### config.mk
export PLATFORM = sky130hd
export DESIGN_NAME = slip_frame_decoder_core_flat
export DESIGN_NICKNAME = d
export VERILOG_FILES = /design/src/hw/rtl/sfd_pkg.sv /design/src/hw/rtl/sfd_if.sv /design/src/hw/rtl/sfd_ram.sv /design/src/hw/rtl/sfd_cfg.sv /design/src/hw/rtl/slip_frame_decoder_core.sv /design/src/flat_wrapper.sv
export SDC_FILE = /design/constraint.sdc
export NUM_CORES = 1
export LEC_CHECK = 0
export BUFFER_PORTS_ARGS = -buffer_cell sky130_fd_sc_hd__buf_2
export CORE_MARGIN = 1.5
export CORE_UTILIZATION = 25
export DETAILED_ROUTE_END_ITERATION = 10
export PLACE_DENSITY = 0.51
export SLEW_MARGIN = 30
export SYNTH_ARGS = -nofsm -noshare
export SYNTH_HDL_FRONTEND = slang
export SYNTH_SLANG_ARGS = --single-unit
### constraint.sdc
create_clock -name i_clk -period 3.6 [get_ports i_clk]
set_input_delay 0.36 -clock i_clk [delete_from_list [all_inputs] [get_ports i_clk]]
set_output_delay 0.36 -clock i_clk [all_outputs]
set_load 0.01 [all_outputs]
### src/hw/rtl/sfd_pkg.sv
// Shared types and constants for the SLIP frame decoder.
`default_nettype none
package sfd_pkg;

    localparam int BYTE_W     = 8;
    localparam int CNT_W      = 7;
    localparam int APB_DATA_W = 32;
    localparam int APB_ADDR_W = 3;

    localparam logic [BYTE_W-1:0] SLIP_END     = 8'hC0;
    localparam logic [BYTE_W-1:0] SLIP_ESC     = 8'hDB;
    localparam logic [BYTE_W-1:0] SLIP_ESC_END = 8'hDC;
    localparam logic [BYTE_W-1:0] SLIP_ESC_ESC = 8'hDD;

    localparam logic [0:0] REG_FRAME_LIMIT = 1'b0;
    localparam logic [CNT_W-1:0] FRAME_LIMIT_RST = 7'd64;

    typedef enum logic [0:0] {
        ST_IDLE,
        ST_DRAIN
    } t_state;

endpackage
`default_nettype wire

### src/hw/rtl/sfd_if.sv
// Valid/ready channel interfaces for raw input bytes and decoded frame bytes.
`default_nettype none
interface sfd_in_if;
    logic                       valid;
    logic                       ready;
    logic [sfd_pkg::BYTE_W-1:0] data_byte;

    modport source (output valid, output data_byte, input ready);
    modport sink (input valid, input data_byte, output ready);
endinterface

interface sfd_out_if;
    logic                       valid;
    logic                       ready;
    logic [sfd_pkg::BYTE_W-1:0] frame_byte;
    logic                       last_of_frame;

    modport source (output valid, output frame_byte, output last_of_frame, input ready);
    modport sink (input valid, input frame_byte, input last_of_frame, output ready);
endinterface
`default_nettype wire

### src/hw/rtl/sfd_ram.sv
// Generic single-write, single-read synchronous RAM with a registered read.
`default_nettype none
module sfd_ram #(
    parameter int WIDTH = 8,
    parameter int DEPTH = 64,
    localparam int AW = (DEPTH > 1) ? $clog2(DEPTH) : 1
) (
    input  wire logic             i_clk,
    input  wire logic             i_we,
    input  wire logic [AW-1:0]    i_waddr,
    input  wire logic [WIDTH-1:0] i_wdata,
    input  wire logic [AW-1:0]    i_raddr,
    output logic      [WIDTH-1:0] o_rdata
);

    logic [WIDTH-1:0] r_mem [DEPTH];

    always_ff @(posedge i_clk) begin
        if (i_we) begin
            r_mem[i_waddr] <= i_wdata;
        end
        o_rdata <= r_mem[i_raddr];
    end

endmodule
`default_nettype wire

### src/hw/rtl/sfd_cfg.sv
// APB register block holding the frame length limit.
`default_nettype none
module sfd_cfg (
    input  wire logic                                i_clk,
    input  wire logic                                i_rst_n,
    input  wire logic                                psel,
    input  wire logic                                penable,
    input  wire logic                                pwrite,
    input  wire logic [sfd_pkg::APB_ADDR_W-1:0]      paddr,
    input  wire logic [sfd_pkg::APB_DATA_W-1:0]      pwdata,
    output logic      [sfd_pkg::APB_DATA_W-1:0]      prdata,
    output logic                                     pready,
    output logic      [sfd_pkg::CNT_W-1:0]           o_frame_limit
);

    logic [sfd_pkg::CNT_W-1:0] r_frame_limit;
    logic                      w_sel_limit;

    assign w_sel_limit   = (paddr[2] == sfd_pkg::REG_FRAME_LIMIT);
    assign pready        = 1'b1;
    assign o_frame_limit = r_frame_limit;

    always_ff @(posedge i_clk) begin
        if (!i_rst_n) begin
            r_frame_limit <= sfd_pkg::FRAME_LIMIT_RST;
        end else if (psel && penable && pwrite && w_sel_limit) begin
            r_frame_limit <= pwdata[sfd_pkg::CNT_W-1:0];
        end
    end

    always_comb begin
        prdata = '0;
        if (w_sel_limit) begin
            prdata = {{(sfd_pkg::APB_DATA_W - sfd_pkg::CNT_W){1'b0}}, r_frame_limit};
        end
    end

endmodule
`default_nettype wire

### src/hw/rtl/slip_frame_decoder_core.sv
// Top level of the SLIP frame decoder: unstuffing, frame store and frame drain.
`default_nettype none
// Takes one raw byte per cycle while no frame is draining and undoes SLIP byte
// stuffing into a frame store of STORE_DEPTH bytes. While a frame is being
// received every byte is accepted without a stall. On the closing END of a frame
// that is non-empty and within the length limit, the input stalls and the frame
// is read back from the store and sent out one byte per item, with the last byte
// flagged. The drain issues no new store read while one is pending (registered
// read followed by the output register), and it waits while the output side is
// not ready. The input stays held off until the last store read is issued.
// Frames longer than the limit and frames with a bad escape code are dropped.
module slip_frame_decoder_core #(
    parameter int STORE_DEPTH = 64
) (
    input  wire logic                                i_clk,
    input  wire logic                                i_rst_n,
    sfd_in_if.sink                                   i_byte,
    sfd_out_if.source                                o_frame,
    input  wire logic                                psel,
    input  wire logic                                penable,
    input  wire logic                                pwrite,
    input  wire logic [sfd_pkg::APB_ADDR_W-1:0]      paddr,
    input  wire logic [sfd_pkg::APB_DATA_W-1:0]      pwdata,
    output logic      [sfd_pkg::APB_DATA_W-1:0]      prdata,
    output logic                                     pready
);

    localparam int AW = (STORE_DEPTH > 1) ? $clog2(STORE_DEPTH) : 1;
    localparam logic [sfd_pkg::CNT_W-1:0] DEPTH_C = sfd_pkg::CNT_W'(STORE_DEPTH);

    sfd_pkg::t_state r_state, n_state;

    logic [sfd_pkg::CNT_W-1:0]  r_byte_count, n_byte_count;
    logic                       r_inside, n_inside;
    logic                       r_esc, n_esc;
    logic                       r_ovf, n_ovf;
    logic [sfd_pkg::CNT_W-1:0]  r_drain_cnt, n_drain_cnt;
    logic [sfd_pkg::CNT_W-1:0]  r_rd_idx, n_rd_idx;
    logic                       r_rd_pend;
    logic                       r_rd_last;
    logic                       r_out_valid;
    logic [sfd_pkg::BYTE_W-1:0] r_out_byte;
    logic                       r_out_last;

    logic [sfd_pkg::CNT_W-1:0]  w_frame_limit;
    logic [sfd_pkg::CNT_W-1:0]  w_lim;
    logic                       w_accept;
    logic                       w_rd_issue;
    logic                       w_rd_is_last;
    logic                       w_push;
    logic [sfd_pkg::BYTE_W-1:0] w_push_val;
    logic                       w_we;
    logic [sfd_pkg::BYTE_W-1:0] w_rdata;
    logic [sfd_pkg::BYTE_W-1:0] w_b;

    sfd_cfg u_cfg (
        .i_clk         (i_clk),
        .i_rst_n       (i_rst_n),
        .psel          (psel),
        .penable       (penable),
        .pwrite        (pwrite),
        .paddr         (paddr),
        .pwdata        (pwdata),
        .prdata        (prdata),
        .pready        (pready),
        .o_frame_limit (w_frame_limit)
    );

    sfd_ram #(
        .WIDTH (sfd_pkg::BYTE_W),
        .DEPTH (STORE_DEPTH)
    ) u_store (
        .i_clk   (i_clk),
        .i_we    (w_we),
        .i_waddr (r_byte_count[AW-1:0]),
        .i_wdata (w_push_val),
        .i_raddr (r_rd_idx[AW-1:0]),
        .o_rdata (w_rdata)
    );

    assign w_lim        = (w_frame_limit > DEPTH_C) ? DEPTH_C : w_frame_limit;
    assign w_b          = i_byte.data_byte;
    assign i_byte.ready = (r_state == sfd_pkg::ST_IDLE);
    assign w_accept     = i_byte.valid && i_byte.ready;
    assign w_rd_issue   = (r_state == sfd_pkg::ST_DRAIN) && !r_rd_pend
                          && (!r_out_valid || o_frame.ready);
    assign w_rd_is_last = (r_rd_idx == r_drain_cnt - 7'd1);

    assign o_frame.valid         = r_out_valid;
    assign o_frame.frame_byte    = r_out_byte;
    assign o_frame.last_of_frame = r_out_last;

    always_ff @(posedge i_clk) begin
        if (!i_rst_n) begin
            r_state      <= sfd_pkg::ST_IDLE;
            r_byte_count <= '0;
            r_inside     <= 1'b0;
            r_esc        <= 1'b0;
            r_ovf        <= 1'b0;
            r_drain_cnt  <= '0;
            r_rd_idx     <= '0;
            r_rd_pend    <= 1'b0;
            r_rd_last    <= 1'b0;
            r_out_valid  <= 1'b0;
        end else begin
            r_state      <= n_state;
            r_byte_count <= n_byte_count;
            r_inside     <= n_inside;
            r_esc        <= n_esc;
            r_ovf        <= n_ovf;
            r_drain_cnt  <= n_drain_cnt;
            r_rd_idx     <= n_rd_idx;
            r_rd_pend    <= w_rd_issue;
            r_rd_last    <= w_rd_issue && w_rd_is_last;
            if (r_rd_pend) begin
                r_out_valid <= 1'b1;
            end else if (o_frame.ready) begin
                r_out_valid <= 1'b0;
            end
        end
    end

    always_ff @(posedge i_clk) begin
        if (r_rd_pend) begin
            r_out_byte <= w_rdata;
            r_out_last <= r_rd_last;
        end
    end

    always_comb begin
        n_state      = r_state;
        n_byte_count = r_byte_count;
        n_inside     = r_inside;
        n_esc        = r_esc;
        n_ovf        = r_ovf;
        n_drain_cnt  = r_drain_cnt;
        n_rd_idx     = r_rd_idx;
        w_push       = 1'b0;
        w_push_val   = w_b;
        w_we         = 1'b0;

        unique case (r_state)
            sfd_pkg::ST_IDLE: begin
                if (w_accept) begin
                    priority if (w_b == sfd_pkg::SLIP_END) begin
                        if (r_inside) begin
                            if (!r_ovf && (r_byte_count != '0)) begin
                                n_state     = sfd_pkg::ST_DRAIN;
                                n_drain_cnt = r_byte_count;
                                n_rd_idx    = '0;
                            end
                            n_inside = 1'b0;
                        end else begin
                            n_inside = 1'b1;
                        end
                        n_byte_count = '0;
                        n_esc        = 1'b0;
                        n_ovf        = 1'b0;
                    end else if (!r_inside) begin
                        n_inside = 1'b0;
                    end else if (r_esc) begin
                        n_esc = 1'b0;
                        if (w_b == sfd_pkg::SLIP_ESC_END) begin
                            w_push     = 1'b1;
                            w_push_val = sfd_pkg::SLIP_END;
                        end else if (w_b == sfd_pkg::SLIP_ESC_ESC) begin
                            w_push     = 1'b1;
                            w_push_val = sfd_pkg::SLIP_ESC;
                        end else begin
                            n_byte_count = '0;
                            n_ovf        = 1'b0;
                            n_inside     = 1'b0;
                        end
                    end else if (w_b == sfd_pkg::SLIP_ESC) begin
                        n_esc = 1'b1;
                    end else begin
                        w_push = 1'b1;
                    end
                end
            end
            sfd_pkg::ST_DRAIN: begin
                if (w_rd_issue) begin
                    n_rd_idx = r_rd_idx + 7'd1;
                    if (w_rd_is_last) begin
                        n_state = sfd_pkg::ST_IDLE;
                    end
                end
            end
        endcase

        if (w_push && !r_ovf) begin
            if (r_byte_count >= w_lim) begin
                n_ovf        = 1'b1;
                n_byte_count = '0;
            end else begin
                w_we         = 1'b1;
                n_byte_count = r_byte_count + 7'd1;
            end
        end
    end

`ifndef NO_ASSERTIONS
    a_rd_lands: assert property (@(posedge i_clk) disable iff (!i_rst_n)
        r_rd_pend |=> r_out_valid)
        else $error("Store read data did not reach the output register.");

    a_ovf_empty: assert property (@(posedge i_clk) disable iff (!i_rst_n)
        r_ovf |-> (r_byte_count == '0))
        else $error("Overflowed frame still holds a byte count.");

    a_count_range: assert property (@(posedge i_clk) disable iff (!i_rst_n)
        r_byte_count <= DEPTH_C)
        else $error("Byte count exceeds the frame store depth.");

    a_drain_end: assert property (@(posedge i_clk) disable iff (!i_rst_n)
        (w_rd_issue && w_rd_is_last) |=> (r_state == sfd_pkg::ST_IDLE))
        else $error("Drain did not end after its last store read.");

    a_no_write_in_drain: assert property (@(posedge i_clk) disable iff (!i_rst_n)
        (r_state == sfd_pkg::ST_DRAIN) |-> !w_we)
        else $error("Frame store written while a frame is being drained.");
`endif

endmodule
`default_nettype wire
### src/flat_wrapper.sv
// flat-port wrapper written by rule: the top's interface ports become plain ports
module slip_frame_decoder_core_flat 
#(
    parameter int STORE_DEPTH = 64
)
  (i_clk, i_rst_n, psel, penable, pwrite, paddr, pwdata, prdata, pready, i_byte_valid, i_byte_data_byte, i_byte_ready, o_frame_valid, o_frame_frame_byte, o_frame_last_of_frame, o_frame_ready);
  sfd_in_if i_byte_i ();
  sfd_out_if o_frame_i ();
  input  wire logic i_clk;
  input  wire logic i_rst_n;
  input  wire logic psel;
  input  wire logic penable;
  input  wire logic pwrite;
  input  wire logic [sfd_pkg::APB_ADDR_W-1:0] paddr;
  input  wire logic [sfd_pkg::APB_DATA_W-1:0] pwdata;
  output logic      [sfd_pkg::APB_DATA_W-1:0] prdata;
  output logic pready;
  input wire logic [$bits(i_byte_i.valid)-1:0] i_byte_valid;
  input wire logic [$bits(i_byte_i.data_byte)-1:0] i_byte_data_byte;
  output wire logic [$bits(i_byte_i.ready)-1:0] i_byte_ready;
  output wire logic [$bits(o_frame_i.valid)-1:0] o_frame_valid;
  output wire logic [$bits(o_frame_i.frame_byte)-1:0] o_frame_frame_byte;
  output wire logic [$bits(o_frame_i.last_of_frame)-1:0] o_frame_last_of_frame;
  input wire logic [$bits(o_frame_i.ready)-1:0] o_frame_ready;
  assign i_byte_i.valid = i_byte_valid;
  assign i_byte_i.data_byte = i_byte_data_byte;
  assign i_byte_ready = i_byte_i.ready;
  assign o_frame_valid = o_frame_i.valid;
  assign o_frame_frame_byte = o_frame_i.frame_byte;
  assign o_frame_last_of_frame = o_frame_i.last_of_frame;
  assign o_frame_i.ready = o_frame_ready;
  slip_frame_decoder_core #(.STORE_DEPTH(STORE_DEPTH)) u_core (.i_clk(i_clk), .i_rst_n(i_rst_n), .i_byte(i_byte_i), .o_frame(o_frame_i), .psel(psel), .penable(penable), .pwrite(pwrite), .paddr(paddr), .pwdata(pwdata), .prdata(prdata), .pready(pready));
endmodule
# Word level (Yosys, flattened, before mapping)

Memories as Yosys holds them, arrays and structs flattened. A register that Yosys moved wholly into a read port is not among the register bits.
Cells that the tools add are included.

Muxes and demuxes: 62
Add/sub/neg operators: 3
Bitwise operators: 2
Reduce and logical (&&, ||, !) cells: 24
$lt $le $gt $ge: 2
Eq/ne operators: 13

Operators with widths:

| kind                                                                | count |
|---|---|
| 7-bit 2-to-1 mux                                                    | 16 |
| 8-bit 2-to-1 mux                                                    | 7 |
| 1-bit 2-to-1 mux                                                    | 37 |
| 8-bit equality test (second input constant)                         | 4 |
| 7-bit by 1-bit adder with 7-bit output (second input constant)      | 2 |
| 7-bit one-hot mux with 2 select lines                               | 1 |
| 2-bit != test (second input constant)                               | 6 |
| 5-bit AND reduction                                                 | 2 |
| 1-bit logical AND                                                   | 9 |
| 7-bit equality test                                                 | 1 |
| 7-bit greater-or-equal comparator                                   | 1 |
| 7-bit greater-than comparator (second input constant)               | 1 |
| 7-bit nonzero test                                                  | 1 |
| 7-bit by 1-bit subtractor with 7-bit output (second input constant) | 1 |
| 3-bit by 2-bit != test with 1-bit output (second input constant)    | 2 |
| 6-bit AND reduction                                                 | 1 |
| 2-bit nonzero test                                                  | 3 |
| 3-bit nonzero test                                                  | 2 |
| 1-bit logical NOT                                                   | 3 |
| 3-bit AND reduction                                                 | 1 |
| 1-bit NOT                                                           | 2 |
| 1-bit one-hot mux with 2 select lines                               | 1 |
| 2-bit AND reduction                                                 | 1 |
| 1-bit logical OR                                                    | 1 |

Bits in registers: 44
Memories: 1
Output and inout bits: 44
Logic and storage cells: 120
Bits of input ports: 50
Memory bits (writable): 512

Memory list:

| memory               | depth | bits a word | read ports | clocked after Yosys merged registers in | wr ports | line          | RTL |
|---|---|---|---|---|---|---|---|
| u_core.u_store.r_mem | 64    | 8           | 1          | 1                                       | 1        | sfd_ram.sv:16 | `logic [WIDTH-1:0] r_mem [DEPTH];` |

# Depth between registers and ports, before layout

Depth in word-level cells: 12
Gate-level depth with buffers: 10
Depth with buffers taken out: 9

# Hierarchy

A second synthesis with hierarchy kept.

Cells, all modules: 1231
Area, all modules: 22766.8 µm²

By module, submodules not included:

| module                  | sequential area each (µm²) | cells each | instances | area each (µm²) |
|---|---|---|---|---|
| sfd_ram                 | 15534.9                    | 940        | 1         | 20166.8 |
| slip_frame_decoder_core | 830.8                      | 225        | 1         | 2043.2 |
| sfd_cfg                 | 140.1                      | 66         | 1         | 556.8 |

# Worst setup path after synthesis

Ideal clock, no wire load.

Path kind: reg-to-reg
From: register u_core.u_cfg.r_frame_limit (netlist bit u_core.u_cfg.o_frame_limit[6])
To: memory u_core.u_store.r_mem[13][0], enable pin
Buffers on the path: 2
Data required time: 3217 ps
Arrival time: 2508 ps
Period minus slack after synthesis: 2892 ps
Setup slack: 708 ps
Setup time: 383 ps
Cell stages (with the launch flop): 11
Cell sequence: dfxtp_1 -> clkinv_1 -> nand2_1 -> ha_1 -> a21oi_1 -> o21ai_0 -> a311oi_1 -> nand3_1 -> buf_4 -> buf_2 -> nor3_1

Cells in the longest elaborated chain, start to end: 7

RTL lines:

| element                                  | line                           | RTL |
|---|---|---|
| start: declaration                       | sfd_cfg.sv:16                  | `logic [sfd_pkg::CNT_W-1:0] r_frame_limit;` |
| start signal: assignment                 | sfd_cfg.sv:25                  | `r_frame_limit <= sfd_pkg::FRAME_LIMIT_RST;` |
| start signal: assignment                 | sfd_cfg.sv:27                  | `r_frame_limit <= pwdata[sfd_pkg::CNT_W-1:0];` |
| 7-bit greater-than comparator            | slip_frame_decoder_core.sv:81  | `assign w_lim = (w_frame_limit > DEPTH_C) ? DEPTH_C : w_frame_limit;` |
| 7-bit 2-to-1 mux *                       | slip_frame_decoder_core.sv:81  |  |
| 7-bit greater-or-equal comparator *      | slip_frame_decoder_core.sv:192 | `if (r_byte_count >= w_lim) begin` |
| 1-bit 2-to-1 mux *                       | slip_frame_decoder_core.sv:192 |  |
| 1-bit 2-to-1 mux *                       | slip_frame_decoder_core.sv:191 | `if (w_push && !r_ovf) begin` |
| 1-bit 2-to-1 mux *                       | sfd_ram.sv:19                  | `if (i_we) begin` |
| 1-bit 2-to-1 mux (not written as such) * | sfd_ram.sv:20                  | `r_mem[i_waddr] <= i_wdata;` |
| end: declaration                         | sfd_ram.sv:16                  |  |

Mark *: on every way between the ends. The rest lies on a longest branch, timed or not.

# Final worst setup path

From: register u_core.u_cfg.r_frame_limit (netlist bit u_core.u_cfg.o_frame_limit[6])
To: memory u_core.u_store.r_mem[48][6], enable pin

Same word-level chain as after synthesis.

==> qor.txt <==
GRT Total Usage = 12.0%
Synth Register Bits = 564
Power Total = 13.5 mW
DRT Pass-1 Iters = 5
Residual DRC = 0
Critical Path AT = 3.59 ns
Worst Setup Start Kind = flip-flop
TritonCTS clock tree = done
Worst R2R Path Depth = 10
Synthesized area per cell = 18.3 um^2
Reg2Reg Setup Slack = 0.33 ns
Final layout net count = 1,436
Antenna Diode Count = 0
Largest net degree at the start of global routing = 68
Inserted Clock Buffers = 59
CP max stage cell = or3_1
CP Buf/Inv Count = 2
Fin. max-slew vios = 0
Clock Tree Buf Depth = 3
Num Clock Sinks = 564
DR vias/cell = 4.53
Yosys synthesis warning count = 0
Worst r2r dst = u_core.u_store.r_mem[48][6]
M1 GR Usage = 17.3%
Share of the synthesized area in the top cell type = 69.3%
Vias in the first global route = 12,100
Synth area leaders = edfxtp_1 (69%), mux4_2 (12%), dfxtp_1 (3.8%)
Count leader, synth = edfxtp_1
Ys async rst share = 0%
Hpwl dp = 34,700 um
Worst hold path startpoint = o_frame_ready
M3 GR Usage = 1.73%
WL per Instance = 21.2 um
Worst skew pair latency = 0.62 ns
Post-synth EDFFs = 521
Fillers = 8,792
Setup TNS = 0 ns
Placed insts = 2,482
Most instantiated cells after synthesis = edfxtp_1 (521), mux4_2 (122), nor2_1 (100)
H-Tree Depth = 2
Power density of the placed cells = 505 mW/mm^2
Via Count = 11,800
Crit Path Category = flip-flop to flip-flop
Leak = 8.45 nW
CTS root buffer = clkbuf_16
Max Clk Rate = 306 MHz
Gp weighted congestion = 0.757
Final WS setup = 0.328 ns
Setup Skew = 0.0191 ns
# setup viols final = 0
Initial antenna violation count = 0
Hold Path Depth = 3
Share of cells above drive strength 1 = 27.3%
Max stage delay on crit path = 0.70 ns
Final Critical Period = 3.27 ns
Critical Path Fanout Max = 8
Die area = 0.0922 mm^2
P&R area growth vs syn = 18.4%
Rel. slew slack = 40.1%
Status = finished, final reports clean
Cell family with most CP delay = simple AND/OR/NAND/NOR gates
Leading area contributor after synthesis = edfxtp_1
Seq/Total Area, Yosys = 73.1%
Starting DRT DRC Count = 847
Worst r2r src = u_core.u_cfg.o_frame_limit[6]
Starting density of the core = 25.2%
Cell row count = 110
Final Cycle Share = 90.9%
Final Non-Filler Cells = 2,597
Crit end category = flip-flop
GR Layer Usage met2 = 18.9%
Max-cap viol count = 0
Library cells used by synthesis = 64
Final hold violation count = 0
Worst hold path type = primary input to flip-flop
Mapped Area = 0.0226 mm^2
Worst IR drop on VDD = 418 uV
Buffers on Ports = 40
Congestion Overflow GR = 0
RSZ-0062 raised after global routing = false
I/O Pins = 94
Core ar. = 0.0897 mm^2
Routed Antenna Nets = 0
Worst-path clk slew = 0.06 ns
Gate Count Post-Synth = 1,231
Worst EP required = 3.92 ns
Main synth FF type = edfxtp_1
Routed wire length = 55,100 um
Grt peak-use layer = met2
Die W = 304 um
CP Cell Sequence = clkinv_1 > nand2_1 > ha_1 > a21oi_1 > o21ai_0 > a311oi_1 > nand4_1 > or3_1 > nor2_1 > buf_4
Die H = 304 um
Worst Hold Path EP = u_core.r_rd_pend
Dpl ws = 0.333 ns
Worst-margin pin slew = 0.898 ns
Wire length of the first global-routing pass = 81,500 um
Post-CTS setup buffer count = 0
cells in the final DEF, fill, tap and decap left out, types with 5 or more instances in the layout:
| cell | count |
|---|---|
| a22o_1 | 10 |
| mux2_2 | 9 |
| nor2_1 | 100 |
| inv_1 | 9 |
| a221oi_1 | 7 |
| ha_1 | 11 |
| mux4_2 | 122 |
| buf_2 | 40 |
| mux2i_1 | 33 |
| dfxtp_1 | 39 |
| nand3b_1 | 7 |
| xor2_1 | 7 |
| o21ai_0 | 14 |
| bufinv_16 | 8 |
| edfxtp_1 | 521 |
| nand3_1 | 14 |
| or3_1 | 6 |
| nand2_1 | 46 |
| clkinv_1 | 13 |
| xnor2_1 | 11 |
| a21oi_1 | 14 |
| clkbuf_1 | 7 |
| nor2b_1 | 12 |
| conb_1 | 26 |
| clkinv_2 | 15 |
| dlygate4sd3_1 | 8 |
| nand4_1 | 6 |
| a22oi_1 | 10 |
| nand2b_1 | 5 |
| a211oi_1 | 5 |
| o221ai_1 | 8 |
| buf_12 | 7 |
| buf_4 | 102 |
| clkbuf_16 | 61 |
| nor3_1 | 42 |
worst max path at each step:
stage | start | end | slack, ns | depth (start not counted)
4_1_cts | u_core.u_cfg.o_frame_limit[6] | u_core.u_store.r_mem[48][6] | 0.33 | 10
2_1_floorplan | u_core.u_cfg.o_frame_limit[6] | u_core.u_store.r_mem[13][0] | 0.71 | 10
3_3_place_gp | u_core.u_cfg.o_frame_limit[6] | u_core.u_store.r_mem[56][3] | 0.30 | 10
3_5_place_dp | u_core.u_cfg.o_frame_limit[6] | u_core.u_store.r_mem[16][3] | 0.33 | 10
6_report | u_core.u_cfg.o_frame_limit[6] | u_core.u_store.r_mem[48][6] | 0.33 | 10
5_1_grt | u_core.u_cfg.o_frame_limit[6] | u_core.u_store.r_mem[56][0] | 0.007 | 10
state kept, by name (all words and copies together), names as in the netlist, 7 cells and up:
register / flops
u_core.r_rd_idx: 7
u_core.r_drain_cnt: 7
u_core.u_cfg.o_frame_limit: 7
u_core.o_frame.frame_byte: 8
u_core.u_store.o_rdata: 8
u_core.u_store.r_mem: 512
u_core.r_byte_count: 7
tightest hold or removal path, delay by kind of cell:
kind                   cells  cell delay, ns
buffers and inverters      1            0.09
and+or+nand+nor            2            0.20
layout make-up:
type | instances | area (um^2) | share of cell area (%)
Inverter | 12 | 45.0 | 0.168
Clock buffer | 71 | 1590 | 5.96
Tap cell | 1176 | 1470 | 5.50
Timing Repair Buffer | 157 | 1190 | 4.43
Clock inverter | 36 | 373 | 1.39
Sequential cell | 564 | 16500 | 61.7
Multi-Input combinational cell | 581 | 5560 | 20.8
kinds of logic after synthesis:
logic type,share of synthesized area (%)
DFF,73.1
and+or+nand+nor,5.59
muxes,14.1
buffers and inverters,2.71
AOI/OAI and AO/OA,3.20
xor gates and xnor gates,0.698
adders and majority gates,0.609
other,0.0333
per-stage QoR:
stage / utilization, % / cell area (um^2) / hold WS, ns
4_1_cts: 29.8 / 26700 / 0.0723
5_1_grt: 29.8 / 26700 / 0.106
6_report: 29.8 / 26700 / 0.0985
3_5_place_dp: 27.5 / 24700 / 0.389
2_1_floorplan: - / 22700 / 0.386
3_3_place_gp: 27.5 / 24700 / 0.388
report_power, final:
group	internal (mW)	switching, mW	leakage, nW
logic	0.0323	0.140	2.45
clock network	3.70	2.49	0.975
registers	7.15	0.00137	5.03
repair_timing:
| item | CTS | global route |
|---|---|---|
| hold endpoints to repair | 7 | 0 |
| resized for setup | 0 | 0 |
| hold buffers | 8 | 0 |
per-layer routing:
layer / wire (um) / vias to the layer above
li1: - / 5177
met1: 25800 / 6193
met2: 25400 / 330
met3: 2740 / 65
met4: 1120 / 0
met5: 0 / -
(Power assumes the default switching activity.)
